<file path="src/sv/mclif_pkg.sv">
// ----------------------------------------------------------------------------
// mclif_pkg
// Shared types and constants of the four-compartment integrate-and-fire step.
// ----------------------------------------------------------------------------
`default_nettype none

package mclif_pkg;

   localparam int DECAY_FRACTION_ENTRIES = 256;
   localparam int QUEUE_DEPTH = 8;

   localparam int NUM_COMP = 4;
   localparam int CUR_W = 24;
   localparam int MEMBRANE_W = 26;
   localparam int THRESHOLD_W = 25;
   localparam int TICK_W = 32;
   localparam int WEIGHT_W = 16;
   localparam int FACTOR_W = 17;
   localparam int SHIFT_W = 5;
   localparam int RATE_W = 15;
   localparam int GAIN_W = 13;
   localparam int DATA_W = 32;
   localparam int ADDR_W = 3;

   typedef enum logic [1:0] {
      RECEPTOR_AMPA   = 2'd0,
      RECEPTOR_NMDA   = 2'd1,
      RECEPTOR_GABA_A = 2'd2,
      RECEPTOR_GABA_B = 2'd3
   } receptor_type;

   // register index, taken from paddr[2]
   localparam logic REG_THRESHOLD = 1'b0;

   localparam logic [THRESHOLD_W-1:0] THRESHOLD_RESET = 25'd4096;

   // log2(e)/tau in Q16, by receptor
   localparam logic [RATE_W-1:0] DECAY_RATE [NUM_COMP] = '{
      15'd18910, 15'd945, 15'd9455, 15'd630
   };

   // receptor gain in Q12
   localparam logic [GAIN_W-1:0] GAIN [NUM_COMP] = '{
      13'd4096, 13'd2253, 13'd4096, 13'd2662
   };

   localparam receptor_type TC_RESET [NUM_COMP] = '{
      RECEPTOR_AMPA, RECEPTOR_AMPA, RECEPTOR_NMDA, RECEPTOR_GABA_A
   };

   localparam logic [63:0] LN2_Q30 = 64'd744261118;
   localparam logic [63:0] ONE_Q30 = 64'd1 << 30;
   localparam logic [SHIFT_W-1:0] KILL_SHIFT = 5'd24;

   // one classified event, decay terms worked out for every receptor kind
   typedef struct packed {
      logic [1:0]                          target;
      receptor_type                        receptor;
      logic signed [CUR_W-1:0]             applied;
      logic                                keep;
      logic [NUM_COMP-1:0]                 kill;
      logic [NUM_COMP-1:0][SHIFT_W-1:0]    shift;
      logic [NUM_COMP-1:0][FACTOR_W-1:0]   factor;
   } decay_item_type;

   typedef struct packed {
      logic valid;
      logic take;
   } queue_ctrl_type;

endpackage

`default_nettype wire

</file>
<file path="src/sv/mclif_queue.sv">
// ----------------------------------------------------------------------------
// mclif_queue
// Small register queue between the front end and the compartment update.
// ----------------------------------------------------------------------------
`default_nettype none

module mclif_queue #(
   parameter int DEPTH = mclif_pkg::QUEUE_DEPTH
) (
   input  wire logic                        clock,
   input  wire logic                        reset,
   input  wire logic                        wr_valid,
   input  wire mclif_pkg::decay_item_type   wr_item,
   output mclif_pkg::queue_ctrl_type        head_ctrl_out,
   input  wire logic                        head_take,
   output mclif_pkg::decay_item_type        head_item
);

   localparam int PTR_W = (DEPTH > 1) ? $clog2(DEPTH) : 1;
   localparam int CNT_W = $clog2(DEPTH + 1);

   mclif_pkg::decay_item_type   mem_ff [DEPTH];
   logic [PTR_W-1:0]            wr_ptr_ff;
   logic [PTR_W-1:0]            rd_ptr_ff;
   logic [CNT_W-1:0]            count_ff;
   logic                        take;

   assign take = head_take && (count_ff != '0);

   always_ff @(posedge clock) begin
      if (reset) begin
         wr_ptr_ff <= '0;
         rd_ptr_ff <= '0;
         count_ff <= '0;
      end else begin
         if (wr_valid) begin
            wr_ptr_ff <= (wr_ptr_ff == PTR_W'(DEPTH - 1)) ? '0 : wr_ptr_ff + 1'b1;
         end
         if (take) begin
            rd_ptr_ff <= (rd_ptr_ff == PTR_W'(DEPTH - 1)) ? '0 : rd_ptr_ff + 1'b1;
         end
         if (wr_valid && !take) begin
            count_ff <= count_ff + 1'b1;
         end else if (!wr_valid && take) begin
            count_ff <= count_ff - 1'b1;
         end
      end
   end

   always_ff @(posedge clock) begin
      if (wr_valid) begin
         mem_ff[wr_ptr_ff] <= wr_item;
      end
   end

   always_comb begin
      head_ctrl_out.valid = (count_ff != '0);
      head_ctrl_out.take = take;
      head_item = mem_ff[rd_ptr_ff];
   end

endmodule

`default_nettype wire

</file>
<file path="config.mk">
export PLATFORM = sky130hd
export DESIGN_NAME = mclif_queue
export DESIGN_NICKNAME = d
export VERILOG_FILES = /design/src/sv/mclif_pkg.sv /design/src/sv/mclif_queue.sv
export SDC_FILE = /design/constraint.sdc
export NUM_CORES = 1
export LEC_CHECK = 0
export ABC_CLOCK_PERIOD_IN_PS = 13330
export BUFFER_PORTS_ARGS = -buffer_cell sky130_fd_sc_hd__buf_4
export CORE_ASPECT_RATIO = 1.2
export CORE_UTILIZATION = 30
export DETAILED_ROUTE_END_ITERATION = 16
export MAX_ROUTING_LAYER = met4
export SYNTH_ARGS = -nofsm -noshare
export SYNTH_HDL_FRONTEND = slang
export SYNTH_SLANG_ARGS = --single-unit
</file>
<file path="constraint.sdc">
create_clock -name clock -period 13.33 [get_ports clock]
set_input_delay 1.333 -clock clock [delete_from_list [all_inputs] [get_ports clock]]
set_output_delay 1.333 -clock clock [all_outputs]
set_load 0.01 [all_outputs]
</file>
==> results.py <==
metrics = {
    "synthesis": {
        "yosys_warnings": 0,
        "syn_area_per_cell_um2": 25.31,
        "synth_seq_area_share_pct": 78.68,
        "syn_inst": 1473,
        "synth_nets": 1606,
        "synth_cell_type_count": 29,
        "synth_seq_cells": 981,
        "syn_area_um2": 37280,
    },
    "timing": {
        "fmax_mhz": 190.1,
        "clock_skew_ns": 0.01560,
        "setup_tns_ns": 0,
        "setup_viol": 0,
        "tightest_slew_ns": 1.508,
        "drv_slew": 13,
        "finalCriticalPeriod_ns": 5.260,
        "hold_ws_ns": 0.4740,
        "rsz0062_at_grt": "false",
        "timing.final.hold_violations": 0,
        "period_share_pct": 39.46,
        "slew_headroom_pct": -0.5325,
    },
    "place": {
        "post-dp-hpwl_mm": 42.81,
        "place_congestion": 0.7053,
        "port_buffers": 247,
    },
    "layout": {
        "area.sequential_um2": 29340,
        "nets": 1919,
        "final_cell_mix": "edfxtp_1, buf_4, mux4_2, clkbuf_16, mux2_2",
        "final_util_pct": 35.89,
        "nFillCells": 11325,
        "multiInputGateArea_um2": 7385,
        "drive_gt1_share_pct": 43.11,
        "mostFrequentLayoutCell": "edfxtp_1",
        "area_growth_syn_to_layout_pct": 18.55,
    },
    "cts": {
        "post_cts_buffers": 0,
        "clk_latency_ns": 0.68,
        "hold_buffers": 0,
        "cts_buffer_depth": 3,
        "clkTransAtPathRegs_ns": 0.06,
        "cts_max_level": 3,
        "cts_root_buf": "clkbuf_16",
        "cts_tree": "yes",
        "cts_buffers": 101,
        "post_cts_resized": 0,
        "cts_sinks": 981,
    },
    "status": {
        "violations": "max-slew violations",
        "status": "finished, violations left",
    },
    "global_route": {
        "first_global_vias": 17829,
        "grt_pass1_wl_mm": 115.9,
        "grt_max_degree": 143,
        "overflow": 0,
        "grt_usage_pct": 13.03,
        "antenna_found_initial": 9,
    },
    "route": {
        "drc": 0,
        "routed_via_density": 4.582,
        "wl_per_cell_um": 22.53,
        "drt_iter0_drc": 1011,
        "drt-pass1-iter-count": 5,
        "ant_nets": 0,
        "vias": 16112,
        "postRouteWirelength_mm": 79.22,
    },
    "critical_path": {
        "critPathLaunchType": "register",
        "endpoint_kind": "output pin",
        "rr_startpoint": "wr_ptr_ff[2]$_SDFFE_PP0P_",
        "worstPathArrival_ns": 3.93,
        "worstPathMaxFanout": 46,
        "r2r_setup_slack_ns": 10.33,
        "reg2reg_to": "mem_ff[7][97]$_DFFE_PP_",
        "required_ns": 12.00,
        "reg2reg_depth": 4,
        "crit_path_end": "head_item[89]",
        "crit_type": "register to output pin",
    },
    "power": {
        "p_per_area_nw_per_um2": 169.9,
        "p_leak_uw": 0.01391,
        "irDropWorstVdd_v": 0.0001324,
        "power_uw": 7507,
    },
    "die": {
        "die_y_um": 388.1,
        "coreArea_um2": 123100,
        "dieArea_um2": 125700,
        "start_util_pct": 30.27,
        "io_pins": 248,
        "fp.dieW_um": 323.8,
        "fp-row-count": 141,
    },
    "min_path": {
        "min_path_type": "register to register",
    },
    "flow_run": {
        "max-cap-violations": 0,
    },
}
==> per-stage QoR <==
step	setup slack [ns]	area, um2	instances
after floorplan	2.966	37280	1473
after global placement	8.672	40920	3327
after detailed placement	8.628	40920	3327
after CTS	7.826	44170	3509
after global routing	7.657	44190	3515
final	8.070	44190	3516
==> registers in the layout, indices dropped and copies added, names as in the netlist, named ones only <==
name       count
wr_ptr_ff      3
count_ff       4
mem_ff       968
rd_ptr_ff      3
==> worst max-delay path, cell delays in order, from the launching register on <==
cell	delay, ns
dfxtp_4	0.53
buf_4	0.71
buf_4	0.82
mux4_2	0.60
mux2_2	0.31
buf_4	0.15
==> power by group <==
group | leakage, uW | internal, uW | total, uW | switching (uW)
clock | 0.00160 | 1610 | 2780 | 1170
sequential | 0.00890 | 3460 | 3500 | 40.5
combinational | 0.00340 | 676 | 1220 | 548
total | 0.0139 | 5750 | 7510 | 1760
==> metal layers <==
| metal | track usage [%] | share of wire, % | vias up | wire [um] |
|---|---|---|---|---|
| li1 | - | - | 6954 | - |
| met5 | - | 0 | - | 0 |
| met3 | 3.465 | 6.4 | 115 | 5089 |
| met2 | 21.75 | 51 | 366 | 40610 |
| met1 | 15.21 | 40 | 8677 | 31850 |
| met4 | 4.168 | 2.1 | 0 | 1668 |
==> cells in the mapped netlist (all sizes together) <==
cell    instances  share of area [%]
a211oi          1              0.020
a21oi           6              0.081
a31oi           1              0.017
buf            48                1.4
clkbuf         22               0.22
dfxtp          13               0.70
edfxtp        968                 78
fa              1              0.054
ha              7               0.23
inv             3              0.030
mux2          122                4.1
mux2i           3              0.081
mux4          242                 15
nand2           6              0.060
nand2b          3              0.050
nand3           1              0.013
nand4b          1              0.024
nor2           18               0.18
nor2b           1              0.017
nor3            2              0.027
or3             1              0.017
or4             1              0.020
xnor2           1              0.024
xor2            1              0.024
==> worst min path at each step <==
| stage | startpoint | end | slack (ns) | depth (start not counted) |
|---|---|---|---|---|
| floorplan | rd_ptr_ff[1]$_SDFFE_PP0P_ | register | 0.45 | 2 |
| global placement | rd_ptr_ff[1]$_SDFFE_PP0P_ | register | 0.46 | 2 |
| finish | rd_ptr_ff[1]$_SDFFE_PP0P_ | register | 0.47 | 2 |
| CTS | rd_ptr_ff[1]$_SDFFE_PP0P_ | register | 0.48 | 2 |
| global route | rd_ptr_ff[1]$_SDFFE_PP0P_ | register | 0.52 | 2 |
| detailed placement | rd_ptr_ff[1]$_SDFFE_PP0P_ | register | 0.47 | 2 |
==> cell type report <==
class	instances	area share [%]
diodes	7	0.03964
clock buffers	125	6.019
clock inverters	57	1.345
inverters	3	0.02548
multi-input cells	419	16.71
flip-flops and latches	981	66.39
well taps	1644	4.655
repair buffers	280	4.813
==> cell families (layout without fill, tap and decap cells) <==
| logic type | count (synthesis) | count (layout) | synth area share [%] |
|---|---|---|---|
| compound gates | 8 | 8 | 0.1175 |
| xor+xnor | 2 | 2 | 0.04700 |
| fa+ha+maj | 8 | 8 | 0.2887 |
| buf+inv | 73 | 465 | 1.658 |
| flops | 981 | 981 | 78.68 |
| mux | 367 | 367 | 18.80 |
| other cells | 0 | 7 | 0 |
| simple gates | 34 | 34 | 0.4095 |
Power figures use the tool's default switching activity.
